## src/design/mmmc_pkg.sv

```systemverilog
`default_nettype none
package mmmc_pkg;

  // fixed sizes of the region table and coordinates
  localparam int MAX_REGIONS = 16;
  localparam int COORD_BITS  = 24;
  localparam int SLOT_BITS   = $clog2(MAX_REGIONS);
  localparam int CNT_BITS    = 5;
  localparam int THR_BITS    = 16;
  localparam int MODE_BITS   = 4;
  localparam int CFG_ADDR_BITS = 3;
  localparam int CFG_DATA_BITS = 24;

  // event opcodes
  localparam logic [2:0] OP_RESULT   = 3'd0;
  localparam logic [2:0] OP_LOCATION = 3'd1;
  localparam logic [2:0] OP_START    = 3'd2;
  localparam logic [2:0] OP_PAUSE    = 3'd3;
  localparam logic [2:0] OP_GOHOME   = 3'd4;
  localparam logic [2:0] OP_RESET    = 3'd5;
  localparam logic [2:0] OP_MAP      = 3'd6;
  localparam logic [2:0] OP_LOAD_RS  = 3'd7;

  // behaviour result codes
  localparam logic [1:0] RES_RUNNING  = 2'd0;
  localparam logic [1:0] RES_FINISHED = 2'd1;
  localparam logic [1:0] RES_OBSTACLE = 2'd2;

  // fix quality codes
  localparam logic [1:0] FIX_NONE  = 2'd0;
  localparam logic [1:0] FIX_FIXED = 2'd1;
  localparam logic [1:0] FIX_FLOAT = 2'd2;

  // mission mode codes, as reported on the result word
  localparam logic [3:0] MODE_IDLE     = 4'd0;
  localparam logic [3:0] MODE_LOCATE   = 4'd1;
  localparam logic [3:0] MODE_TRANSFER = 4'd2;
  localparam logic [3:0] MODE_WORK     = 4'd3;
  localparam logic [3:0] MODE_STRUGGLE = 4'd4;
  localparam logic [3:0] MODE_GOHOME   = 4'd5;
  localparam logic [3:0] MODE_DOCK     = 4'd6;
  localparam logic [3:0] MODE_PAUSED   = 4'd7;
  localparam logic [3:0] MODE_STUCK    = 4'd8;
  localparam logic [3:0] MODE_FAULT    = 4'd9;

  // notice codes
  localparam logic [1:0] NOTE_NONE    = 2'd0;
  localparam logic [1:0] NOTE_STARTED = 2'd1;
  localparam logic [1:0] NOTE_PAUSED  = 2'd2;
  localparam logic [1:0] NOTE_RESUMED = 2'd3;

  // configuration register indexes
  localparam logic [2:0] CFG_REGION_COUNT = 3'd0;
  localparam logic [2:0] CFG_HOME_X       = 3'd1;
  localparam logic [2:0] CFG_HOME_Y       = 3'd2;
  localparam logic [2:0] CFG_NEAR_HOME    = 3'd3;
  localparam logic [2:0] CFG_ARRIVED      = 3'd4;

  // reset values of the configuration registers
  localparam logic [CNT_BITS-1:0] RST_REGION_COUNT = 5'd1;
  localparam logic [THR_BITS-1:0] RST_NEAR_HOME    = 16'd500;
  localparam logic [THR_BITS-1:0] RST_ARRIVED      = 16'd300;

  // one input event
  typedef struct packed {
    logic [2:0]                   opcode;
    logic [1:0]                   behaviour_result;
    logic [1:0]                   fix_quality;
    logic                         heading_ok;
    logic signed [COORD_BITS-1:0] pos_x;
    logic signed [COORD_BITS-1:0] pos_y;
    logic [SLOT_BITS-1:0]         region_slot;
  } event_t;

  // one result word
  typedef struct packed {
    logic [MODE_BITS-1:0] mode;
    logic [SLOT_BITS-1:0] region;
    logic [1:0]           notice;
    logic                 load_path;
    logic                 gnss_fixed;
    logic                 map_ready;
  } result_t;

endpackage
`default_nettype wire

```

## src/design/mowing_mission_mode_controller_unit.sv

```systemverilog
// throughput: one event word per cycle when the result side does not stall; the whole
//   mode update, including the table read and the squared-distance compare, is done
//   between the input and result registers
// reset (synchronous, rst_n low): idle mode, region 0, no map, no fix, position zero,
//   configuration back to defaults; the region start table is not cleared
`default_nettype none
module mowing_mission_mode_controller_unit
  import mmmc_pkg::*;
(
  input  wire logic                     clk,
  input  wire logic                     rst_n,
  // input channel
  input  wire logic                     in_tvalid,
  output logic                          in_tready,
  // tdata: behaviour_result[1:0], fix_quality[3:2], heading_ok[4], pos_x[28:5],
  //        pos_y[52:29], region_slot[56:53], zero fill[63:57]
  input  wire logic [63:0]              in_tdata,
  // tuser: opcode[2:0]
  input  wire logic [2:0]               in_tuser,
  // result channel
  output logic                          out_tvalid,
  input  wire logic                     out_tready,
  // tdata: mode[3:0], region[7:4], notice[9:8], load_path[10], gnss_fixed[11],
  //        map_ready[12], zero fill[15:13]
  output logic [15:0]                   out_tdata,
  // configuration port
  input  wire logic                     cfg_we,
  input  wire logic [CFG_ADDR_BITS-1:0] cfg_addr,
  input  wire logic [CFG_DATA_BITS-1:0] cfg_wdata
);

  // configuration registers
  logic [CNT_BITS-1:0]          region_count_r;
  logic signed [COORD_BITS-1:0] home_x_r;
  logic signed [COORD_BITS-1:0] home_y_r;
  logic [2*THR_BITS-1:0]        near_sq_r;
  logic [2*THR_BITS-1:0]        arrived_sq_r;

  // mission state
  logic [MODE_BITS-1:0]         cur_mode_r, cur_mode_nxt;
  logic [MODE_BITS-1:0]         mbp_r, mbp_nxt;
  logic [MODE_BITS-1:0]         mbl_r, mbl_nxt;
  logic [SLOT_BITS-1:0]         region_r, region_nxt;
  logic                         map_loaded_r, map_loaded_nxt;
  logic [1:0]                   fix_code_r, fix_code_nxt;
  logic signed [COORD_BITS-1:0] robot_x_r, robot_x_nxt;
  logic signed [COORD_BITS-1:0] robot_y_r, robot_y_nxt;

  // region start table
  logic signed [COORD_BITS-1:0] rs_x_r [MAX_REGIONS];
  logic signed [COORD_BITS-1:0] rs_y_r [MAX_REGIONS];

  // input and result registers
  logic    in_valid_r;
  event_t  ev_r;
  logic    out_valid_r;
  result_t res_r, res_nxt;
  logic    advance;

  // handshake: the input register moves on whenever the result register is free
  assign advance    = in_valid_r && (!out_valid_r || out_tready);
  assign in_tready  = !in_valid_r || advance;
  assign out_tvalid = out_valid_r;
  assign out_tdata  = {3'b000, res_r.map_ready, res_r.gnss_fixed, res_r.load_path,
                       res_r.notice, res_r.region, res_r.mode};

  // threshold written by the configuration port, squared
  logic [2*THR_BITS-1:0] cfg_thr;
  logic [2*THR_BITS-1:0] cfg_thr_sq;

  assign cfg_thr    = (2*THR_BITS)'(cfg_wdata[THR_BITS-1:0]);
  assign cfg_thr_sq = cfg_thr * cfg_thr;

  // configuration writes, thresholds kept squared
  always_ff @(posedge clk) begin
    if (!rst_n) begin
      region_count_r <= RST_REGION_COUNT;
      home_x_r       <= '0;
      home_y_r       <= '0;
      near_sq_r      <= (2*THR_BITS)'(RST_NEAR_HOME) * (2*THR_BITS)'(RST_NEAR_HOME);
      arrived_sq_r   <= (2*THR_BITS)'(RST_ARRIVED) * (2*THR_BITS)'(RST_ARRIVED);
    end else if (cfg_we) begin
      unique case (cfg_addr)
        CFG_REGION_COUNT: region_count_r <= cfg_wdata[CNT_BITS-1:0];
        CFG_HOME_X:       home_x_r       <= cfg_wdata[COORD_BITS-1:0];
        CFG_HOME_Y:       home_y_r       <= cfg_wdata[COORD_BITS-1:0];
        CFG_NEAR_HOME:    near_sq_r      <= cfg_thr_sq;
        CFG_ARRIVED:      arrived_sq_r   <= cfg_thr_sq;
        default: ;
      endcase
    end
  end

  // distance check: one shared compare, target picked by the event
  logic                         last_region;
  logic [CNT_BITS-1:0]          eff_count;
  logic                         use_home;
  logic [SLOT_BITS-1:0]         idx_sel;
  logic signed [COORD_BITS-1:0] px_sel, py_sel, tx_sel, ty_sel;
  logic signed [COORD_BITS:0]   dx, dy;
  logic [COORD_BITS:0]          adx, ady;
  logic [2*THR_BITS-1:0]        sq_x, sq_y, thr_sq;
  logic [2*THR_BITS:0]          sq_sum;
  logic                         hit;

  always_comb begin
    if (region_count_r == '0) begin
      eff_count = CNT_BITS'(1);
    end else if (region_count_r > CNT_BITS'(MAX_REGIONS)) begin
      eff_count = CNT_BITS'(MAX_REGIONS);
    end else begin
      eff_count = region_count_r;
    end
    last_region = ({1'b0, region_r} + CNT_BITS'(1)) >= eff_count;
  end

  always_comb begin
    unique case (ev_r.opcode)
      OP_RESULT:   use_home = last_region;
      OP_LOCATION: use_home = (mbl_r == MODE_GOHOME);
      OP_GOHOME:   use_home = 1'b1;
      default:     use_home = 1'b0;
    endcase
    idx_sel = (ev_r.opcode == OP_RESULT) ? region_r + SLOT_BITS'(1) : region_r;
    px_sel  = (ev_r.opcode == OP_LOCATION) ? ev_r.pos_x : robot_x_r;
    py_sel  = (ev_r.opcode == OP_LOCATION) ? ev_r.pos_y : robot_y_r;
    tx_sel  = use_home ? home_x_r : rs_x_r[idx_sel];
    ty_sel  = use_home ? home_y_r : rs_y_r[idx_sel];
    thr_sq  = use_home ? near_sq_r : arrived_sq_r;
    dx      = {px_sel[COORD_BITS-1], px_sel} - {tx_sel[COORD_BITS-1], tx_sel};
    dy      = {py_sel[COORD_BITS-1], py_sel} - {ty_sel[COORD_BITS-1], ty_sel};
    adx     = dx[COORD_BITS] ? (COORD_BITS+1)'(0) - dx : dx;
    ady     = dy[COORD_BITS] ? (COORD_BITS+1)'(0) - dy : dy;
    sq_x    = (2*THR_BITS)'(adx[THR_BITS-1:0]) * (2*THR_BITS)'(adx[THR_BITS-1:0]);
    sq_y    = (2*THR_BITS)'(ady[THR_BITS-1:0]) * (2*THR_BITS)'(ady[THR_BITS-1:0]);
    sq_sum  = {1'b0, sq_x} + {1'b0, sq_y};
    hit     = (adx[COORD_BITS:THR_BITS] == '0) && (ady[COORD_BITS:THR_BITS] == '0)
              && (sq_sum < {1'b0, thr_sq});
  end

  // mode update for the event in the input register
  logic                 do_enter;
  logic [MODE_BITS-1:0] enter_mode;
  logic [MODE_BITS-1:0] final_mode;
  logic                 final_ok;
  logic [1:0]           notice;
  logic                 load_path;
  logic                 good_fix;

  always_comb begin
    cur_mode_nxt   = cur_mode_r;
    mbp_nxt        = mbp_r;
    mbl_nxt        = mbl_r;
    region_nxt     = region_r;
    map_loaded_nxt = map_loaded_r;
    fix_code_nxt   = fix_code_r;
    robot_x_nxt    = robot_x_r;
    robot_y_nxt    = robot_y_r;
    do_enter       = 1'b0;
    enter_mode     = MODE_IDLE;
    notice         = NOTE_NONE;
    load_path      = 1'b0;
    good_fix       = (ev_r.fix_quality == FIX_FIXED || ev_r.fix_quality == FIX_FLOAT)
                     && ev_r.heading_ok;

    unique case (ev_r.opcode)
      OP_RESULT: begin
        if (cur_mode_r != MODE_PAUSED) begin
          if (ev_r.behaviour_result == RES_OBSTACLE) begin
            do_enter   = 1'b1;
            enter_mode = MODE_STRUGGLE;
          end else if (ev_r.behaviour_result == RES_FINISHED) begin
            unique case (cur_mode_r)
              MODE_DOCK: begin
                do_enter   = 1'b1;
                enter_mode = MODE_IDLE;
              end
              MODE_GOHOME: begin
                do_enter   = 1'b1;
                enter_mode = MODE_DOCK;
              end
              MODE_TRANSFER, MODE_STRUGGLE: begin
                do_enter   = 1'b1;
                enter_mode = MODE_WORK;
              end
              MODE_WORK: begin
                do_enter = 1'b1;
                if (last_region) begin
                  region_nxt = '0;
                  enter_mode = MODE_GOHOME;
                end else begin
                  region_nxt = region_r + SLOT_BITS'(1);
                  enter_mode = MODE_TRANSFER;
                end
              end
              default: ;
            endcase
          end
        end
      end
      OP_LOCATION: begin
        fix_code_nxt = ev_r.fix_quality;
        robot_x_nxt  = ev_r.pos_x;
        robot_y_nxt  = ev_r.pos_y;
        if (good_fix) begin
          if (cur_mode_r == MODE_LOCATE) begin
            do_enter   = 1'b1;
            enter_mode = mbl_r;
          end
        end else if (cur_mode_r == MODE_GOHOME || cur_mode_r == MODE_TRANSFER ||
                     cur_mode_r == MODE_WORK   || cur_mode_r == MODE_STRUGGLE) begin
          mbl_nxt    = cur_mode_r;
          do_enter   = 1'b1;
          enter_mode = MODE_LOCATE;
        end
      end
      OP_START: begin
        if (map_loaded_r) begin
          if (cur_mode_r == MODE_PAUSED) begin
            cur_mode_nxt = mbp_r;
            notice       = NOTE_RESUMED;
          end else if (cur_mode_r == MODE_IDLE) begin
            do_enter = 1'b1;
            if (fix_code_r == FIX_FIXED || fix_code_r == FIX_FLOAT) begin
              enter_mode = MODE_TRANSFER;
            end else begin
              mbl_nxt    = MODE_TRANSFER;
              enter_mode = MODE_LOCATE;
            end
          end
        end
      end
      OP_PAUSE: begin
        if (cur_mode_r == MODE_DOCK || cur_mode_r == MODE_GOHOME ||
            cur_mode_r == MODE_TRANSFER || cur_mode_r == MODE_WORK ||
            cur_mode_r == MODE_STRUGGLE) begin
          mbp_nxt      = cur_mode_r;
          cur_mode_nxt = MODE_PAUSED;
          notice       = NOTE_PAUSED;
        end
      end
      OP_GOHOME: begin
        if (map_loaded_r) begin
          if (cur_mode_r == MODE_WORK || cur_mode_r == MODE_TRANSFER ||
              cur_mode_r == MODE_STRUGGLE || cur_mode_r == MODE_IDLE) begin
            do_enter   = 1'b1;
            enter_mode = MODE_GOHOME;
          end else if (cur_mode_r == MODE_PAUSED) begin
            if (mbp_r == MODE_GOHOME) begin
              cur_mode_nxt = mbp_r;
              notice       = NOTE_RESUMED;
            end else if (mbp_r == MODE_TRANSFER || mbp_r == MODE_WORK ||
                         mbp_r == MODE_STRUGGLE) begin
              do_enter   = 1'b1;
              enter_mode = MODE_GOHOME;
            end
          end
        end
      end
      OP_RESET: begin
        do_enter   = 1'b1;
        enter_mode = MODE_IDLE;
        region_nxt = '0;
      end
      OP_MAP: begin
        do_enter       = 1'b1;
        enter_mode     = MODE_IDLE;
        map_loaded_nxt = 1'b1;
      end
      OP_LOAD_RS: ;
      default: ;
    endcase

    // mode entry: arrival goes on to working, near home goes on to docking
    final_ok   = 1'b1;
    final_mode = enter_mode;
    unique case (enter_mode)
      MODE_TRANSFER: final_mode = hit ? MODE_WORK : MODE_TRANSFER;
      MODE_GOHOME:   final_mode = hit ? MODE_DOCK : MODE_GOHOME;
      MODE_IDLE, MODE_LOCATE, MODE_WORK, MODE_STRUGGLE, MODE_DOCK,
      MODE_STUCK, MODE_FAULT: ;
      default:       final_ok = 1'b0;
    endcase
    if (do_enter && final_ok) begin
      cur_mode_nxt = final_mode;
      notice       = NOTE_STARTED;
      load_path    = (final_mode == MODE_WORK) && (cur_mode_r == MODE_TRANSFER);
    end

    res_nxt.mode       = cur_mode_nxt;
    res_nxt.region     = region_nxt;
    res_nxt.notice     = notice;
    res_nxt.load_path  = load_path;
    res_nxt.gnss_fixed = (fix_code_nxt == FIX_FIXED || fix_code_nxt == FIX_FLOAT);
    res_nxt.map_ready  = map_loaded_nxt;
  end

  // input register
  always_ff @(posedge clk) begin
    if (!rst_n) begin
      in_valid_r <= 1'b0;
    end else if (in_tready) begin
      in_valid_r <= in_tvalid;
    end
  end

  always_ff @(posedge clk) begin
    if (in_tready && in_tvalid) begin
      ev_r.opcode           <= in_tuser;
      ev_r.behaviour_result <= in_tdata[1:0];
      ev_r.fix_quality      <= in_tdata[3:2];
      ev_r.heading_ok       <= in_tdata[4];
      ev_r.pos_x            <= in_tdata[28:5];
      ev_r.pos_y            <= in_tdata[52:29];
      ev_r.region_slot      <= in_tdata[56:53];
    end
  end

  // mission state update
  always_ff @(posedge clk) begin
    if (!rst_n) begin
      cur_mode_r   <= MODE_IDLE;
      mbp_r        <= MODE_IDLE;
      mbl_r        <= MODE_IDLE;
      region_r     <= '0;
      map_loaded_r <= 1'b0;
      fix_code_r   <= FIX_NONE;
      robot_x_r    <= '0;
      robot_y_r    <= '0;
    end else if (advance) begin
      cur_mode_r   <= cur_mode_nxt;
      mbp_r        <= mbp_nxt;
      mbl_r        <= mbl_nxt;
      region_r     <= region_nxt;
      map_loaded_r <= map_loaded_nxt;
      fix_code_r   <= fix_code_nxt;
      robot_x_r    <= robot_x_nxt;
      robot_y_r    <= robot_y_nxt;
    end
  end

  // region start table write
  always_ff @(posedge clk) begin
    if (advance && ev_r.opcode == OP_LOAD_RS) begin
      rs_x_r[ev_r.region_slot] <= ev_r.pos_x;
      rs_y_r[ev_r.region_slot] <= ev_r.pos_y;
    end
  end

  // result register
  always_ff @(posedge clk) begin
    if (!rst_n) begin
      out_valid_r <= 1'b0;
    end else if (advance) begin
      out_valid_r <= 1'b1;
    end else if (out_tready) begin
      out_valid_r <= 1'b0;
    end
  end

  always_ff @(posedge clk) begin
    if (advance) begin
      res_r <= res_nxt;
    end
  end

endmodule
`default_nettype wire

```

## config.mk

```make
export PLATFORM = sky130hd
export DESIGN_NAME = mowing_mission_mode_controller_unit
export DESIGN_NICKNAME = d
export VERILOG_FILES = /design/src/design/mmmc_pkg.sv /design/src/design/mowing_mission_mode_controller_unit.sv
export SDC_FILE = /design/constraint.sdc
export NUM_CORES = 2
export LEC_CHECK = 0
export BUFFER_PORTS_ARGS = -buffer_cell sky130_fd_sc_hd__buf_2
export CAP_MARGIN = 25
export CORE_UTILIZATION = 50
export DETAILED_ROUTE_END_ITERATION = 12
export GPL_TIMING_DRIVEN = 1
export PLACE_DENSITY = 0.78
export REMOVE_ABC_BUFFERS = 1
export SLEW_MARGIN = 20
export SYNTH_ARGS = -nofsm -noshare
export SYNTH_HDL_FRONTEND = slang
export SYNTH_SLANG_ARGS = --single-unit
```

## constraint.sdc

```tcl
create_clock -name clk -period 14.06 [get_ports clk]
set_clock_uncertainty 0.05 [all_clocks]
set_input_delay 0 -clock clk [delete_from_list [all_inputs] [get_ports clk]]
set_output_delay 0 -clock clk [all_outputs]
set_load 0.005 [all_outputs]
```

==> flow_summary_export.csv <==
group,metric,value,unit
route,drc_errors,0,
placement,dp.final_hpwl,123000,um
placement,port_buffers,106,
timing,whs,0.0213,ns
yosys,syn_area_per_cell,12.2,sq um
yosys,synth_area,66300,sq um
route,wl_per_cell,22.8,um
cts,clockBufferDepth,3,
yosys,synthAdderAreaFrac,0.238,
grt,grt_pass1_vias,48566,
floorplanning,io_pins,117,
floorplanning,rows,133,
yosys,synth_top_family_by_area,"adder cells",
status,status,"finished clean",
grt,grt_max_degree,96,
min_path,min_from,"in_tdata[47]",
floorplanning,start_util,0.504,
timing,setup_viol,0,
route,totalWireLength,182000,um
timing,worst_pin_slew,1.18,ns
yosys,synth_area_leaders,"edfxtp_1, fa_1, mux4_2",
yosys,post_synth_xor_area_fraction,0.0176,
yosys,synth_flop_cell,"edfxtp_1",
worst_setup_path,cpPeakStageDelay,0.57,ns
yosys,synthSimpleGateAreaFrac,0.0911,
timing,hold_violations,0,
cells_and_area,areaGrowthSynthToFinish,19.2,%
route,final_antenna_net_count,0,
worst_setup_path,crit_arrival,14.43,ns
cts,path_clk_slew,0.07,ns
cells_and_area,nNetsFinal,7187,
yosys,synth_compound_area_frac,0.0594,
cts,root_buffer,"clkbuf_16",
timing,min_period,14.03,ns
cts,htreeDepth,3,
grt,grt.total_usage,0.273,
yosys,ys_warn_count,0,
worst_setup_path,crit_path_frequent_cell,"fa_1",
grt,antenna_found_initial,3,
timing,min_period_over_period,0.998,
worst_setup_path,cp-start-kind,"flip-flop",
floorplanning,fp.dieH,366,um
cts,clock_latency,0.72,ns
timing,slew_headroom,0.215,
worst_setup_path,crit_path_start,"ev_r[59]",
yosys,synth_edf_count,841,
worst_setup_path,cp-end-kind,"flip-flop",
worst_setup_path,crit_path_top_delay_cell,"fa_1",
cts,cts.sinks,1025,
route,drt_iter0_drc,4681,
worst_setup_path,reg2reg_from,"ev_r[59]",
min_path,hold_class,"in2reg",
floorplanning,die_area,134000,sq um
cells_and_area,fillCellCount,9994,
route,viasPerCell,5.80,
worst_setup_path,critPathKind,"reg2reg",
grt,grt_pass1_wl,279000,um
worst_setup_path,cp_num_buf_inv,11,
timing,grt_setup_unrepaired,"true",
yosys,synth_top_cell_by_area,"edfxtp_1",
yosys,synthMuxAreaShare,0.0975,
yosys,netlist.area_leader.share,0.381,
worst_setup_path,crit_required,14.47,ns
route,vias,46404,
job,cap_viol_max_count,0,
grt,overflow,0,
worst_setup_path,crit_family,"adder cells",
cts,cts_tree,"built",
floorplanning,die_w,366,um
floorplanning,coreArea,131000,sq um
timing,slew_violations,0,
yosys,ys_ff_latch,1025,
yosys,ys_seq_area_frac,0.437,
yosys,synthArstFlopShare,0,
worst_setup_path,worstPathMaxFanout,4,
timing,worst_slack,0.0348,ns
cts,cts_buffers,102,
cells_and_area,drive_above_1_share,0.205,
placement,gp_congestion,0.937,
yosys,synthDistinctLibCells,91,
yosys,netlist_instances,5435,
route,first_pass_iters,6,
placement,pre_cts_ws,-0.685,ns
cells_and_area,n_antenna_cell,0,
timing,max_freq,0.0713,GHz
final timing paths:
path             endpoint  slack (ns)  cells past startpoint
max          out_tdata[0]        0.03                     59
max reg2reg  out_tdata[0]        0.03                     59
min reg2reg   home_x_r[9]        0.41                      2
min              ev_r[22]        0.02                      2
stage by stage:
| stage | utilization | cells | setup TNS, ns | instance area (sq um) |
|---|---|---|---|---|
| 6_report | 0.600 | 8002 | 0 | 78900 |
| 5_1_grt | 0.600 | 8002 | -1.62 | 78900 |
| 2_1_floorplan | - | 5223 | -69.46 | 65400 |
| 4_1_cts | 0.592 | 7951 | 0 | 77800 |
| 3_3_place_gp | 0.550 | 7582 | -0.825 | 72400 |
| 3_5_place_dp | 0.551 | 7584 | -2.18 | 72400 |
repair_timing:
action / in CTS / in global routing
gates resized for setup: 72 / 150
buffers inserted: 20 / 44
pin swaps: 23 / 86
setup endpoints to repair: 4 / 4
hold buffers: 150 / 0
gates cloned: 4 / 6
endpoints found under the hold margin: 181 / 0
layout by cell type, fill, tap and decap left out, types with 87 or more instances in the layout:
master         count
nor2_1           294
buf_4            500
ha_1             363
buf_2            106
nand2_1          621
clkbuf_16        110
dlygate4sd3_1    150
mux2i_1           87
a21oi_1          233
inv_1            801
edfxtp_1         841
dfxtp_1          184
fa_1             541
mux4_2           240
per-layer routing:
layer / GRT usage / wire length [um]
met4: 0.121 / 8960
met1: 0.353 / 69300
met2: 0.454 / 88400
met3: 0.0424 / 15500
met5: 0 / 20
Yosys cell counts, types with 62 or more instances:
| master | number |
|---|---|
| a21oi_1 | 249 |
| mux4_2 | 240 |
| and2_1 | 67 |
| edfxtp_1 | 841 |
| mux2i_1 | 94 |
| o21ai_0 | 84 |
| fa_1 | 554 |
| clkbuf_1 | 181 |
| dfxtp_1 | 184 |
| ha_1 | 376 |
| xnor2_1 | 80 |
| inv_1 | 809 |
| nand2_1 | 630 |
| nor2_1 | 320 |
| a21o_1 | 62 |
layout make-up:
type	instances	area, sq um	share of cell area
multi-input cells	3375	34300	0.434
clock buffers	133	2740	0.0347
flip-flops and latches	1025	28900	0.367
clock inverters	60	582	0.00737
inverters	823	3110	0.0394
well taps	1755	2200	0.0278
repair buffers	831	7100	0.0899
flip-flops by register name, summed over array words and instances, names as in the netlist:
| name | cells |
|---|---|
| near_sq_r | 31 |
| robot_x_r | 24 |
| in_valid_r | 1 |
| fix_code_r | 2 |
| mbl_r | 4 |
| home_x_r | 24 |
| region_r | 4 |
| region_count_r | 5 |
| map_loaded_r | 1 |
| rs_x_r | 384 |
| rs_y_r | 384 |
| ev_r | 60 |
| robot_y_r | 24 |
| mbp_r | 4 |
| out_tvalid | 1 |
| home_y_r | 24 |
| cur_mode_r | 4 |
| out_tdata | 13 |
| arrived_sq_r | 31 |
logic make-up (layout without fill, tap and decap cells):
family | after synthesis | count (layout)
XOR/XNOR | 133 | 133
buffers and inverters | 1037 | 1847
adder cells (fa/ha/maj) | 930 | 930
other | 1 | 3
AO/OA/AOI/OAI | 618 | 618
AND/OR/NAND/NOR | 1347 | 1347
multiplexers | 344 | 344
flip-flops | 1025 | 1025
Power is left out: the tool's default activity adds up to more than one toggle a clock period on the data nets, which glitch-free logic cannot reach.
